--- config.mk ---
export PLATFORM = sky130hd
export DESIGN_NAME = imu_offset_scale_calibrator
export DESIGN_NICKNAME = d
export VERILOG_FILES = /design/src/rtl/osc_pkg.sv /design/src/rtl/osc_front.sv /design/src/rtl/osc_jobq.sv /design/src/rtl/osc_back.sv /design/src/rtl/imu_offset_scale_calibrator.sv
export VERILOG_INCLUDE_DIRS = /design/src /design/src/rtl
export SDC_FILE = /design/constraint.sdc
export NUM_CORES = 2
export LEC_CHECK = 0
export BUFFER_PORTS_ARGS = -buffer_cell sky130_fd_sc_hd__buf_4
export CAP_MARGIN = 5
export CORE_UTILIZATION = 58
export DETAILED_ROUTE_END_ITERATION = 10
export PLACE_DENSITY = 0.78
export SLEW_MARGIN = 0
export SYNTH_ARGS = -nofsm -noshare
export SYNTH_HDL_FRONTEND = slang
export SYNTH_SLANG_ARGS = --single-unit
--- constraint.sdc ---
create_clock -name clk -period 7.7 [get_ports clk]
set_input_delay 1.155 -clock clk [delete_from_list [all_inputs] [get_ports clk]]
set_output_delay 1.155 -clock clk [all_outputs]
set_load 0.05 [all_outputs]
--- src/rtl/imu_offset_scale_calibrator_macros.svh ---
// assertion macros for the imu offset and scale calibrator
`ifndef IMU_OFFSET_SCALE_CALIBRATOR_MACROS_SVH
`define IMU_OFFSET_SCALE_CALIBRATOR_MACROS_SVH

// same-cycle implication, checked outside reset
`define OSC_ASSERT_NOW(label, ante, cons, msg) \
	label: assert property (@(posedge clk) disable iff (!arst_n) (ante) |-> (cons)) \
		else $error(msg);

// next-cycle implication, checked outside reset
`define OSC_ASSERT_NEXT(label, ante, cons, msg) \
	label: assert property (@(posedge clk) disable iff (!arst_n) (ante) |=> (cons)) \
		else $error(msg);

`endif

--- src/rtl/osc_pkg.sv ---
// shared types and constants of the imu offset and scale calibrator
package osc_pkg;

	localparam int SAMPLES = 1000;
	localparam int CNT_W   = 10;
	localparam int SMP_W   = 16;
	localparam int SUM_W   = 26;
	localparam int QW      = SMP_W + 1;

	localparam logic [CNT_W-1:0] SAMPLES_CNT = CNT_W'(SAMPLES);
	localparam logic [SUM_W-1:0] SAMPLES_SUM = SUM_W'(SAMPLES);

	// reciprocal for truncating division of a sum magnitude by the sample count
	localparam int DIV_SHIFT = SUM_W + 1;
	localparam int RECIP_W   = DIV_SHIFT + 1;
	localparam int PROD_W    = SUM_W + RECIP_W;
	localparam logic [RECIP_W-1:0] RECIP = RECIP_W'((64'd1 << DIV_SHIFT) / SAMPLES);

	localparam int JQ_DEPTH  = 2;
	localparam int JQ_AW     = $clog2(JQ_DEPTH);
	localparam int RES_DEPTH = 4;
	localparam int RES_AW    = $clog2(RES_DEPTH);
	localparam int MAX_RES   = 3;

	localparam logic KIND_GYRO = 1'b0;
	localparam logic KIND_ACC  = 1'b1;

	localparam logic [1:0] AXIS_X = 2'd0;
	localparam logic [1:0] AXIS_Y = 2'd1;
	localparam logic [1:0] AXIS_Z = 2'd2;

	typedef enum logic [2:0] {
		ST_WAIT1,
		ST_SUM1,
		ST_WAIT2,
		ST_SUM2,
		ST_EMIT
	} step_t;

	typedef struct packed {
		logic                    button_pressed;
		logic signed [SMP_W-1:0] sample_x;
		logic signed [SMP_W-1:0] sample_y;
		logic signed [SMP_W-1:0] sample_z;
	} in_t;

	typedef struct packed {
		logic                    result_kind;
		logic [1:0]              axis;
		logic signed [SMP_W-1:0] offset;
		logic signed [SMP_W-1:0] scale;
		logic                    last;
	} res_t;

	typedef struct packed {
		logic                    kind;
		logic [1:0]              axis;
		logic signed [SUM_W-1:0] sum0;
		logic signed [SUM_W-1:0] sum1;
		logic signed [SUM_W-1:0] sum2;
	} job_t;

	typedef struct packed {
		logic full;
		logic empty;
	} jq_stat_t;

endpackage

--- src/rtl/osc_front.sv ---
// front end: calibration sequencer and per-axis accumulators
module osc_front import osc_pkg::*; (
	input  logic     clk,
	input  logic     arst_n,
	input  logic     push,
	output logic     full,
	input  in_t      sample,
	input  logic     cfg_we,
	input  logic     cfg_wdata,
	input  jq_stat_t jq_stat,
	output logic     job_push,
	output job_t     job
);

	logic                    tgt_q;
	step_t                   step_q, step_d;
	logic [1:0]              axis_q, axis_d;
	logic [CNT_W-1:0]        cnt_q, cnt_d, cnt_inc;
	logic signed [SUM_W-1:0] sum_q [3];
	logic signed [SUM_W-1:0] sum_d [3];
	logic signed [SUM_W-1:0] sel;
	logic                    accept, press, cnt_done;

	assign full     = jq_stat.full;
	assign accept   = push && !jq_stat.full;
	assign press    = sample.button_pressed;
	assign cnt_inc  = cnt_q + 1'b1;
	assign cnt_done = (cnt_inc == SAMPLES_CNT);

	always_comb begin
		unique case (axis_q)
			AXIS_X:  sel = SUM_W'(sample.sample_x);
			AXIS_Y:  sel = SUM_W'(sample.sample_y);
			default: sel = SUM_W'(sample.sample_z);
		endcase
	end

	// next state
	always_comb begin
		step_d = step_q;
		axis_d = axis_q;
		unique case (step_q)
			ST_WAIT1: begin
				if (accept && press) step_d = ST_SUM1;
			end
			ST_SUM1: begin
				if (accept && cnt_done) step_d = tgt_q ? ST_WAIT2 : ST_EMIT;
			end
			ST_WAIT2: begin
				if (accept && press) step_d = ST_SUM2;
			end
			ST_SUM2: begin
				if (accept && cnt_done) begin
					step_d = ST_WAIT1;
					axis_d = (axis_q == AXIS_Z) ? AXIS_X : axis_q + 1'b1;
				end
			end
			ST_EMIT: begin
				if (accept) step_d = ST_WAIT1;
			end
			default: step_d = ST_WAIT1;
		endcase
		if (cfg_we) begin
			step_d = ST_WAIT1;
			axis_d = AXIS_X;
		end
	end

	// accumulators, counter and job hand-off
	always_comb begin
		cnt_d    = cnt_q;
		sum_d    = sum_q;
		job_push = 1'b0;
		job      = '{kind: tgt_q, axis: axis_q, sum0: sum_q[0], sum1: sum_q[1],
			sum2: sum_q[2]};
		if (accept) begin
			unique case (step_q)
				ST_WAIT1: begin
					if (press) begin
						cnt_d = '0;
						sum_d = '{default: '0};
					end
				end
				ST_SUM1: begin
					cnt_d = (cnt_done && tgt_q) ? '0 : cnt_inc;
					if (tgt_q) begin
						sum_d[0] = sum_q[0] + sel;
					end else begin
						sum_d[0] = sum_q[0] + SUM_W'(sample.sample_x);
						sum_d[1] = sum_q[1] + SUM_W'(sample.sample_y);
						sum_d[2] = sum_q[2] + SUM_W'(sample.sample_z);
					end
				end
				ST_SUM2: begin
					cnt_d    = cnt_done ? '0 : cnt_inc;
					sum_d[1] = sum_q[1] + sel;
					job.sum1 = sum_d[1];
					job_push = cnt_done;
				end
				ST_EMIT: begin
					job_push = 1'b1;
					cnt_d    = '0;
					sum_d    = '{default: '0};
				end
				default: ;
			endcase
		end
		if (cfg_we) begin
			cnt_d = '0;
			sum_d = '{default: '0};
		end
	end

	always_ff @(posedge clk or negedge arst_n) begin
		if (!arst_n) begin
			tgt_q  <= 1'b0;
			step_q <= ST_WAIT1;
			axis_q <= AXIS_X;
			cnt_q  <= '0;
			sum_q  <= '{default: '0};
		end else begin
			if (cfg_we) tgt_q <= cfg_wdata;
			step_q <= step_d;
			axis_q <= axis_d;
			cnt_q  <= cnt_d;
			sum_q  <= sum_d;
		end
	end

endmodule

--- src/rtl/osc_jobq.sv ---
// two-entry queue of finished sums between front and back
module osc_jobq import osc_pkg::*; (
	input  logic     clk,
	input  logic     arst_n,
	input  logic     push,
	input  job_t     din,
	input  logic     pop,
	output job_t     dout,
	output jq_stat_t stat
);

	job_t             mem [JQ_DEPTH];
	logic [JQ_AW-1:0] wr_q, rd_q;
	logic [JQ_AW:0]   cnt_q;

	assign dout       = mem[rd_q];
	assign stat.full  = (cnt_q == (JQ_AW+1)'(JQ_DEPTH));
	assign stat.empty = (cnt_q == '0);

	always_ff @(posedge clk) begin
		if (push) mem[wr_q] <= din;
	end

	always_ff @(posedge clk or negedge arst_n) begin
		if (!arst_n) begin
			wr_q  <= '0;
			rd_q  <= '0;
			cnt_q <= '0;
		end else begin
			if (push) wr_q <= wr_q + 1'b1;
			if (pop)  rd_q <= rd_q + 1'b1;
			cnt_q <= cnt_q + (JQ_AW+1)'(push) - (JQ_AW+1)'(pop);
		end
	end

endmodule

--- src/rtl/osc_back.sv ---
// back end: reciprocal divider pipeline, offset and scale combine, result queue
module osc_back import osc_pkg::*; (
	input  logic     clk,
	input  logic     arst_n,
	input  jq_stat_t jq_stat,
	input  job_t     job,
	output logic     job_pop,
	input  logic     pop,
	output logic     empty,
	output res_t     result
);

	localparam logic [1:0] LAST_IDX_GYRO = 2'd2;
	localparam logic [1:0] LAST_IDX_ACC  = 2'd1;

	typedef struct packed {
		logic       kind;
		logic [1:0] axis;
		logic       neg;
		logic       last;
	} meta_t;

	// job sequencer
	logic       busy_q, iss_q, iss_last;
	logic [1:0] idx_q;
	job_t       jobr_q;
	logic       start;

	// divider pipeline
	logic                    v_s1, v_s2, v_s3, v_s4;
	meta_t                   m_s1, m_s2, m_s3, m_s4, m_iss;
	logic [SUM_W-1:0]        mag_s1, mag_s2, mag_iss;
	logic [PROD_W-1:0]       prod_s2;
	logic [SUM_W-1:0]        q0_s3, q0;
	logic                    ge_s3;
	logic [SUM_W-1:0]        qmag;
	logic signed [QW-1:0]    qm, q_s4;
	logic signed [SUM_W-1:0] sel;

	// combine
	logic signed [QW-1:0] a1_q;
	logic signed [QW:0]   hs, hd, hs_c, hd_c;

	// result queue
	res_t              rmem [RES_DEPTH];
	logic [RES_AW-1:0] rwr_q, rrd_q;
	logic [RES_AW:0]   rcnt_q;
	logic              res_we, res_rd;
	res_t              res_din;

	assign start   = !busy_q && !jq_stat.empty &&
		(rcnt_q <= (RES_AW+1)'(RES_DEPTH - MAX_RES));
	assign job_pop = start;

	assign iss_last = (idx_q == ((jobr_q.kind == KIND_ACC) ? LAST_IDX_ACC : LAST_IDX_GYRO));

	always_comb begin
		unique case (idx_q)
			2'd0:    sel = jobr_q.sum0;
			2'd1:    sel = jobr_q.sum1;
			default: sel = jobr_q.sum2;
		endcase
	end

	assign mag_iss    = sel[SUM_W-1] ? SUM_W'(-sel) : SUM_W'(sel);
	assign m_iss.kind = jobr_q.kind;
	assign m_iss.axis = (jobr_q.kind == KIND_GYRO) ? idx_q : jobr_q.axis;
	assign m_iss.neg  = sel[SUM_W-1];
	assign m_iss.last = iss_last;

	assign q0   = prod_s2[DIV_SHIFT +: SUM_W];
	assign qmag = q0_s3 + SUM_W'(ge_s3);
	assign qm   = qmag[QW-1:0];

	// halving toward zero: add one before the shift when negative
	assign hs   = {a1_q[QW-1], a1_q} + {q_s4[QW-1], q_s4};
	assign hd   = {a1_q[QW-1], a1_q} - {q_s4[QW-1], q_s4};
	assign hs_c = hs + {{QW{1'b0}}, hs[QW]};
	assign hd_c = hd + {{QW{1'b0}}, hd[QW]};

	always_comb begin
		res_we  = 1'b0;
		res_din = '{result_kind: KIND_GYRO, axis: m_s4.axis, offset: q_s4[SMP_W-1:0],
			scale: '0, last: m_s4.last};
		if (v_s4) begin
			if (m_s4.kind == KIND_GYRO) begin
				res_we = 1'b1;
			end else if (m_s4.last) begin
				res_we              = 1'b1;
				res_din.result_kind = KIND_ACC;
				res_din.offset      = hs_c[SMP_W:1];
				res_din.scale       = hd_c[SMP_W:1];
			end
		end
	end

	assign res_rd = pop && (rcnt_q != '0);
	assign empty  = (rcnt_q == '0);
	assign result = rmem[rrd_q];

	always_ff @(posedge clk) begin
		if (start) jobr_q <= job;
		mag_s1  <= mag_iss;
		m_s1    <= m_iss;
		prod_s2 <= mag_s1 * RECIP;
		mag_s2  <= mag_s1;
		m_s2    <= m_s1;
		q0_s3   <= q0;
		ge_s3   <= ((mag_s2 - (q0 * SAMPLES_SUM)) >= SAMPLES_SUM);
		m_s3    <= m_s2;
		q_s4    <= m_s3.neg ? -qm : qm;
		m_s4    <= m_s3;
		if (v_s4 && (m_s4.kind == KIND_ACC) && !m_s4.last) a1_q <= q_s4;
		if (res_we) rmem[rwr_q] <= res_din;
	end

	always_ff @(posedge clk or negedge arst_n) begin
		if (!arst_n) begin
			busy_q <= 1'b0;
			iss_q  <= 1'b0;
			idx_q  <= '0;
			v_s1   <= 1'b0;
			v_s2   <= 1'b0;
			v_s3   <= 1'b0;
			v_s4   <= 1'b0;
			rwr_q  <= '0;
			rrd_q  <= '0;
			rcnt_q <= '0;
		end else begin
			if (start) begin
				busy_q <= 1'b1;
				iss_q  <= 1'b1;
				idx_q  <= '0;
			end else begin
				if (iss_q) begin
					if (iss_last) iss_q <= 1'b0;
					else          idx_q <= idx_q + 1'b1;
				end
				if (v_s4 && m_s4.last) busy_q <= 1'b0;
			end
			v_s1 <= iss_q;
			v_s2 <= v_s1;
			v_s3 <= v_s2;
			v_s4 <= v_s3;
			if (res_we) rwr_q <= rwr_q + 1'b1;
			if (res_rd) rrd_q <= rrd_q + 1'b1;
			rcnt_q <= rcnt_q + (RES_AW+1)'(res_we) - (RES_AW+1)'(res_rd);
		end
	end

endmodule

--- src/rtl/imu_offset_scale_calibrator.sv ---
// top level of the imu offset and scale calibrator
//
//  channel  | handshake        | word
//  ---------+------------------+--------------------------------------------
//  sample   | push / full      | button_pressed, sample_x, sample_y, sample_z
//  result   | empty / pop      | result_kind, axis, offset, scale, last
//  config   | cfg_we           | cfg_wdata (cal_target)
//
// one sample word per cycle is taken while full is low; accumulation is one add per axis
// a finished run hands its sums to a two-entry job queue; full follows that queue
// the back end runs one job at a time through a four-stage divider, which does three
// divisions for a gyro job and two for an accel job
// results wait in a four-entry queue; a job starts only with room for three results
// reset clears all control state at once; a config write restarts the sequence
`include "imu_offset_scale_calibrator_macros.svh"

module imu_offset_scale_calibrator import osc_pkg::*; (
	input  logic clk,
	input  logic arst_n,
	input  logic push,
	output logic full,
	input  in_t  sample,
	output logic empty,
	input  logic pop,
	output res_t result,
	input  logic cfg_we,
	input  logic cfg_wdata
);

	// front to job queue
	logic     job_push;
	job_t     job_in;

	// job queue to back
	logic     job_pop;
	job_t     job_out;
	jq_stat_t jq_stat;

	// sequencer and accumulators, stalls only on a full job queue
	osc_front u_front (
		.clk       (clk),
		.arst_n    (arst_n),
		.push      (push),
		.full      (full),
		.sample    (sample),
		.cfg_we    (cfg_we),
		.cfg_wdata (cfg_wdata),
		.jq_stat   (jq_stat),
		.job_push  (job_push),
		.job       (job_in)
	);

	// decouples accumulation from division
	osc_jobq u_jobq (
		.clk    (clk),
		.arst_n (arst_n),
		.push   (job_push),
		.din    (job_in),
		.pop    (job_pop),
		.dout   (job_out),
		.stat   (jq_stat)
	);

	// divide, combine and queue the result words
	osc_back u_back (
		.clk     (clk),
		.arst_n  (arst_n),
		.jq_stat (jq_stat),
		.job     (job_out),
		.job_pop (job_pop),
		.pop     (pop),
		.empty   (empty),
		.result  (result)
	);

	// a job is never handed over to a full queue, nor taken from an empty one
	`OSC_ASSERT_NOW(a_jobq_no_overflow, job_push, !jq_stat.full, "job pushed into full queue")
	`OSC_ASSERT_NOW(a_jobq_no_underflow, job_pop, !jq_stat.empty, "job popped from empty queue")

	// an accelerometer result is always the only word of its job
	`OSC_ASSERT_NOW(a_acc_last, !empty && (result.result_kind == KIND_ACC), result.last,
		"accelerometer result without last")

	// a gyro result carries last exactly on the z axis
	`OSC_ASSERT_NOW(a_gyro_last, !empty && (result.result_kind == KIND_GYRO),
		result.last == (result.axis == AXIS_Z), "gyro last flag off the z axis")

	// a config write with an empty job queue leaves the front accepting words
	`OSC_ASSERT_NEXT(a_cfg_clears, cfg_we && jq_stat.empty, !full, "front stalled after config")

endmodule

==> metrics.cfg <==
[timing]
setup_ws_ps = 614
timing.final.setup_violations = 0
timing_hold_violations_final = 0
clock_skew_ps = 25.9
maxClockFrequency_mhz = 141
final_period_util = 0.920
timing.final.crit_period_ps = 7090
final-max-slew-violation-count = 0
slew_headroom = 0.246
worst_slew_pin_slew_ps = 1130

[route]
drt-wirelength-per-cell_um = 19.5
vias = 27200
antenna_left = 0
detail_route.vias_per_cell = 5.86
drt_first_iter_violations = 2121
finalWirelength_mm = 90.7
route.detailed.drc = 0
detailedRoute.firstPassIterationCount = 6

[global_route]
gr-usage-all-layers = 0.263
grt_pass1_wl_mm = 146
grt_pass1_vias = 27400
antenna_found_initial = 1
largest_net_degree_at_the_start_of_global_routing = 70
grt_overflow_total = 0

[worst_setup_path]
worst_r2r_endpoint = u_back.ge_s3$_DFF_P_
cp_data_required_time_ps = 8190
cpPeakStageDelay_ps = 540
crit_type = reg2reg
worst_path_cell_with_the_longest_stage_delay = fa_1
critical_path_peak_fanout = 6
number_of_cells_on_the_worst_reg_to_reg_path = 26
timing.rr.start = u_back.prod_s2[31]$_DFF_P_
critical_path_arrival_ps = 7570
cpMostUsedCell = fa_1
end_kind = flop
timing.reg2reg.setup_slack_ps = 610
timing.critical_path.from_type = flop

[synth]
synth.largest_area_cell = edfxtp_1
synth.avg_cell_area_sq_um = 11.3
netlist_instances = 3563
post_synthesis_cell_type_count = 104
synthArstFlopShare = 0.177
synthesized_netlist_net_count = 4176
yosysWarnings = 0
synth_seq_area_share = 0.431
post-synth-top-area-fraction = 0.301
synth_area_leaders = edfxtp_1 30%, ha_1 13%, fa_1 7.1%
synth_edf_count = 404
syn_area_sq_um = 40200
number_of_synthesized_register_bits = 637
postSynth.topFlopCell = edfxtp_1

[placement]
post-dp-hpwl_mm = 65.7
dpl_worst_slack_ps = -25.9
place.gp.congestion = 0.918
port-buffer-count = 92

[layout]
n_antenna_cell = 0
drive_above_1_share = 0.122
finalNetCount = 4277
layout-area-overhead-vs-synth_pct = 10.3

[cts]
clock_insertion_delay_worst_skew_ps = 620
cts_tree = built
cts_root_buffer = clkbuf_16
number_of_buffers_created_by_cts = 68
numClockSinks = 637
clk_pin_slew_ps = 60
htree_levels = 3
deepest_clock_path_buffer_count = 3
holdBufCountCts = 0

[hold_path]
worst_hold_launch = u_back.m_s3[2]$_DFF_P_
hold_path_depth = 0
hold_path_end = u_back.m_s4[2]$_DFF_P_
worst_hold_path_type = reg2reg

[floorplan]
ioPinCount = 93
num_rows = 96
chip_height_um = 265
initial_utilization = 0.587
die_area_sq_um = 70400
dieWidth_um = 265
fp.coreArea_sq_um = 68600

[job]
drv_cap = 0

[status]
outcome = finished clean

[Yosys cell counts (9+ instances only)]
cell type	n
nand2b_1	31
nand2_1	241
o31ai_1	25
o211ai_1	12
a22o_1	44
xor2_1	91
o21ai_0	159
mux4_2	36
a211o_1	13
nand4_1	33
a31oi_1	23
a2111oi_0	10
xnor2_1	141
dfrtp_1	113
or2_2	9
fa_1	143
nand3_1	56
ha_1	415
and2_1	18
o21bai_1	22
buf_1	11
inv_1	384
nor3_1	48
o22ai_1	9
a21o_1	85
edfxtp_1	404
a21oi_1	178
mux2i_1	26
nor2_1	167
and3_1	23
clkbuf_1	73
or3_1	20
o21a_1	28
nor2b_1	34
a211oi_1	12
mux2_2	118
dfxtp_1	120
a22oi_1	16
o21ai_1	12
[sequential cells by signal (all words and copies together), names as in the netlist, 2 cells and up]
name / flops
u_back.a1_q: 17
u_back.idx_q: 2
u_back.jobr_q: 81
u_back.m_s1: 5
u_back.m_s2: 5
u_back.m_s3: 5
u_back.m_s4: 4
u_back.mag_s1: 26
u_back.mag_s2: 23
u_back.prod_s2: 17
u_back.q0_s3: 17
u_back.q_s4: 17
u_back.rcnt_q: 3
u_back.rmem: 144
u_back.rrd_q: 2
u_back.rwr_q: 2
u_front.axis_q: 2
u_front.cnt_q: 10
u_front.job: 52
u_front.step_q: 3
u_front.sum_q: 26
u_jobq.cnt_q: 2
u_jobq.mem: 162
[worst max-delay path, delay by kind of cell, from the launching register on]
| family | cells | cell delay (ps) |
|---|---|---|
| compound gates | 11 | 2400 |
| xor+xnor | 1 | 140 |
| fa+ha+maj | 6 | 2710 |
| buf+inv | 2 | 190 |
| flops | 1 | 400 |
| simple gates | 6 | 1130 |
[worst max path at each step]
stage                     cells past startpoint                   end                  startpoint  slack, ps
after global routing                         26  u_back.ge_s3$_DFF_P_  u_back.prod_s2[31]$_DFF_P_        -10
after CTS                                    27  u_back.ge_s3$_DFF_P_  u_back.prod_s2[27]$_DFF_P_         20
after detailed placement                     27  u_back.ge_s3$_DFF_P_  u_back.prod_s2[27]$_DFF_P_        -30
final                                        26  u_back.ge_s3$_DFF_P_  u_back.prod_s2[31]$_DFF_P_        610
after floorplan                              26  u_back.ge_s3$_DFF_P_  u_back.prod_s2[30]$_DFF_P_       1040
after global placement                       27  u_back.ge_s3$_DFF_P_  u_back.prod_s2[29]$_DFF_P_        280
[placed cells by master (no fill, tap or decap), types with 28 or more instances in the layout]
cell type	n
fa_1	143
dfrtp_1	111
o21ai_0	158
nand4_1	33
xnor2_1	141
clkbuf_16	71
o21a_1	28
a22o_1	44
a21oi_1	178
nor2b_1	34
nand3_1	56
ha_1	415
nand2b_1	31
nand2_1	241
dfxtp_1	117
inv_1	384
mux4_2	36
mux2_2	118
xor2_1	91
buf_4	123
edfxtp_1	404
a21o_1	85
nor3_1	46
nor2_1	166
[per-stage QoR]
stage | hold WS, ps | std cells | setup TNS (ps) | util | instance area [sq um]
2_1_floorplan | 310 | 3563 | 0 | - | 40200
3_3_place_gp | 311 | 4524 | 0 | 0.612 | 42000
3_5_place_dp | 312 | 4524 | -25.9 | 0.612 | 42000
4_1_cts | 328 | 4649 | 0 | 0.647 | 44400
5_1_grt | 334 | 4650 | -14.0 | 0.647 | 44400
6_report | 328 | 4650 | 0 | 0.647 | 44400
[layout make-up]
class	instances	area, sq um
inverters	385	1450
clock inverters	37	474
fillers	5186	24200
well taps	931	1160
multi-input cells	2449	21100
flip-flops and latches	637	17400
repair buffers	123	923
clock buffers	88	1880
[cells by family (layout without fill, tap and decap cells)]
logic type / Yosys count / in the layout / share of synthesized area
buffers and inverters: 477 / 633 / 0.0449
adders and majority gates: 558 / 558 / 0.200
muxes: 180 / 180 / 0.0596
xor gates and xnor gates: 233 / 233 / 0.0509
and+or+nand+nor: 739 / 739 / 0.0902
AOI/OAI and AO/OA: 739 / 739 / 0.123
DFF: 637 / 637 / 0.431
[per-layer routing]
layer,global-route usage,share of wire,up-vias
met3,0.0338,0.050,198
met1,0.347,0.43,13300
met4,0.110,0.041,0
met2,0.440,0.48,748
met5,0,0,-
li1,-,-,13000
[what timing repair did]
action / in CTS / in global routing
pin swaps: 0 / 1
setup endpoints to repair: 1 / 1
gates resized for setup: 1 / 12
buffers inserted: 0 / 1
Power is left out: the tool's default activity adds up to more than one toggle a clock period on the data nets, which glitch-free logic cannot reach.
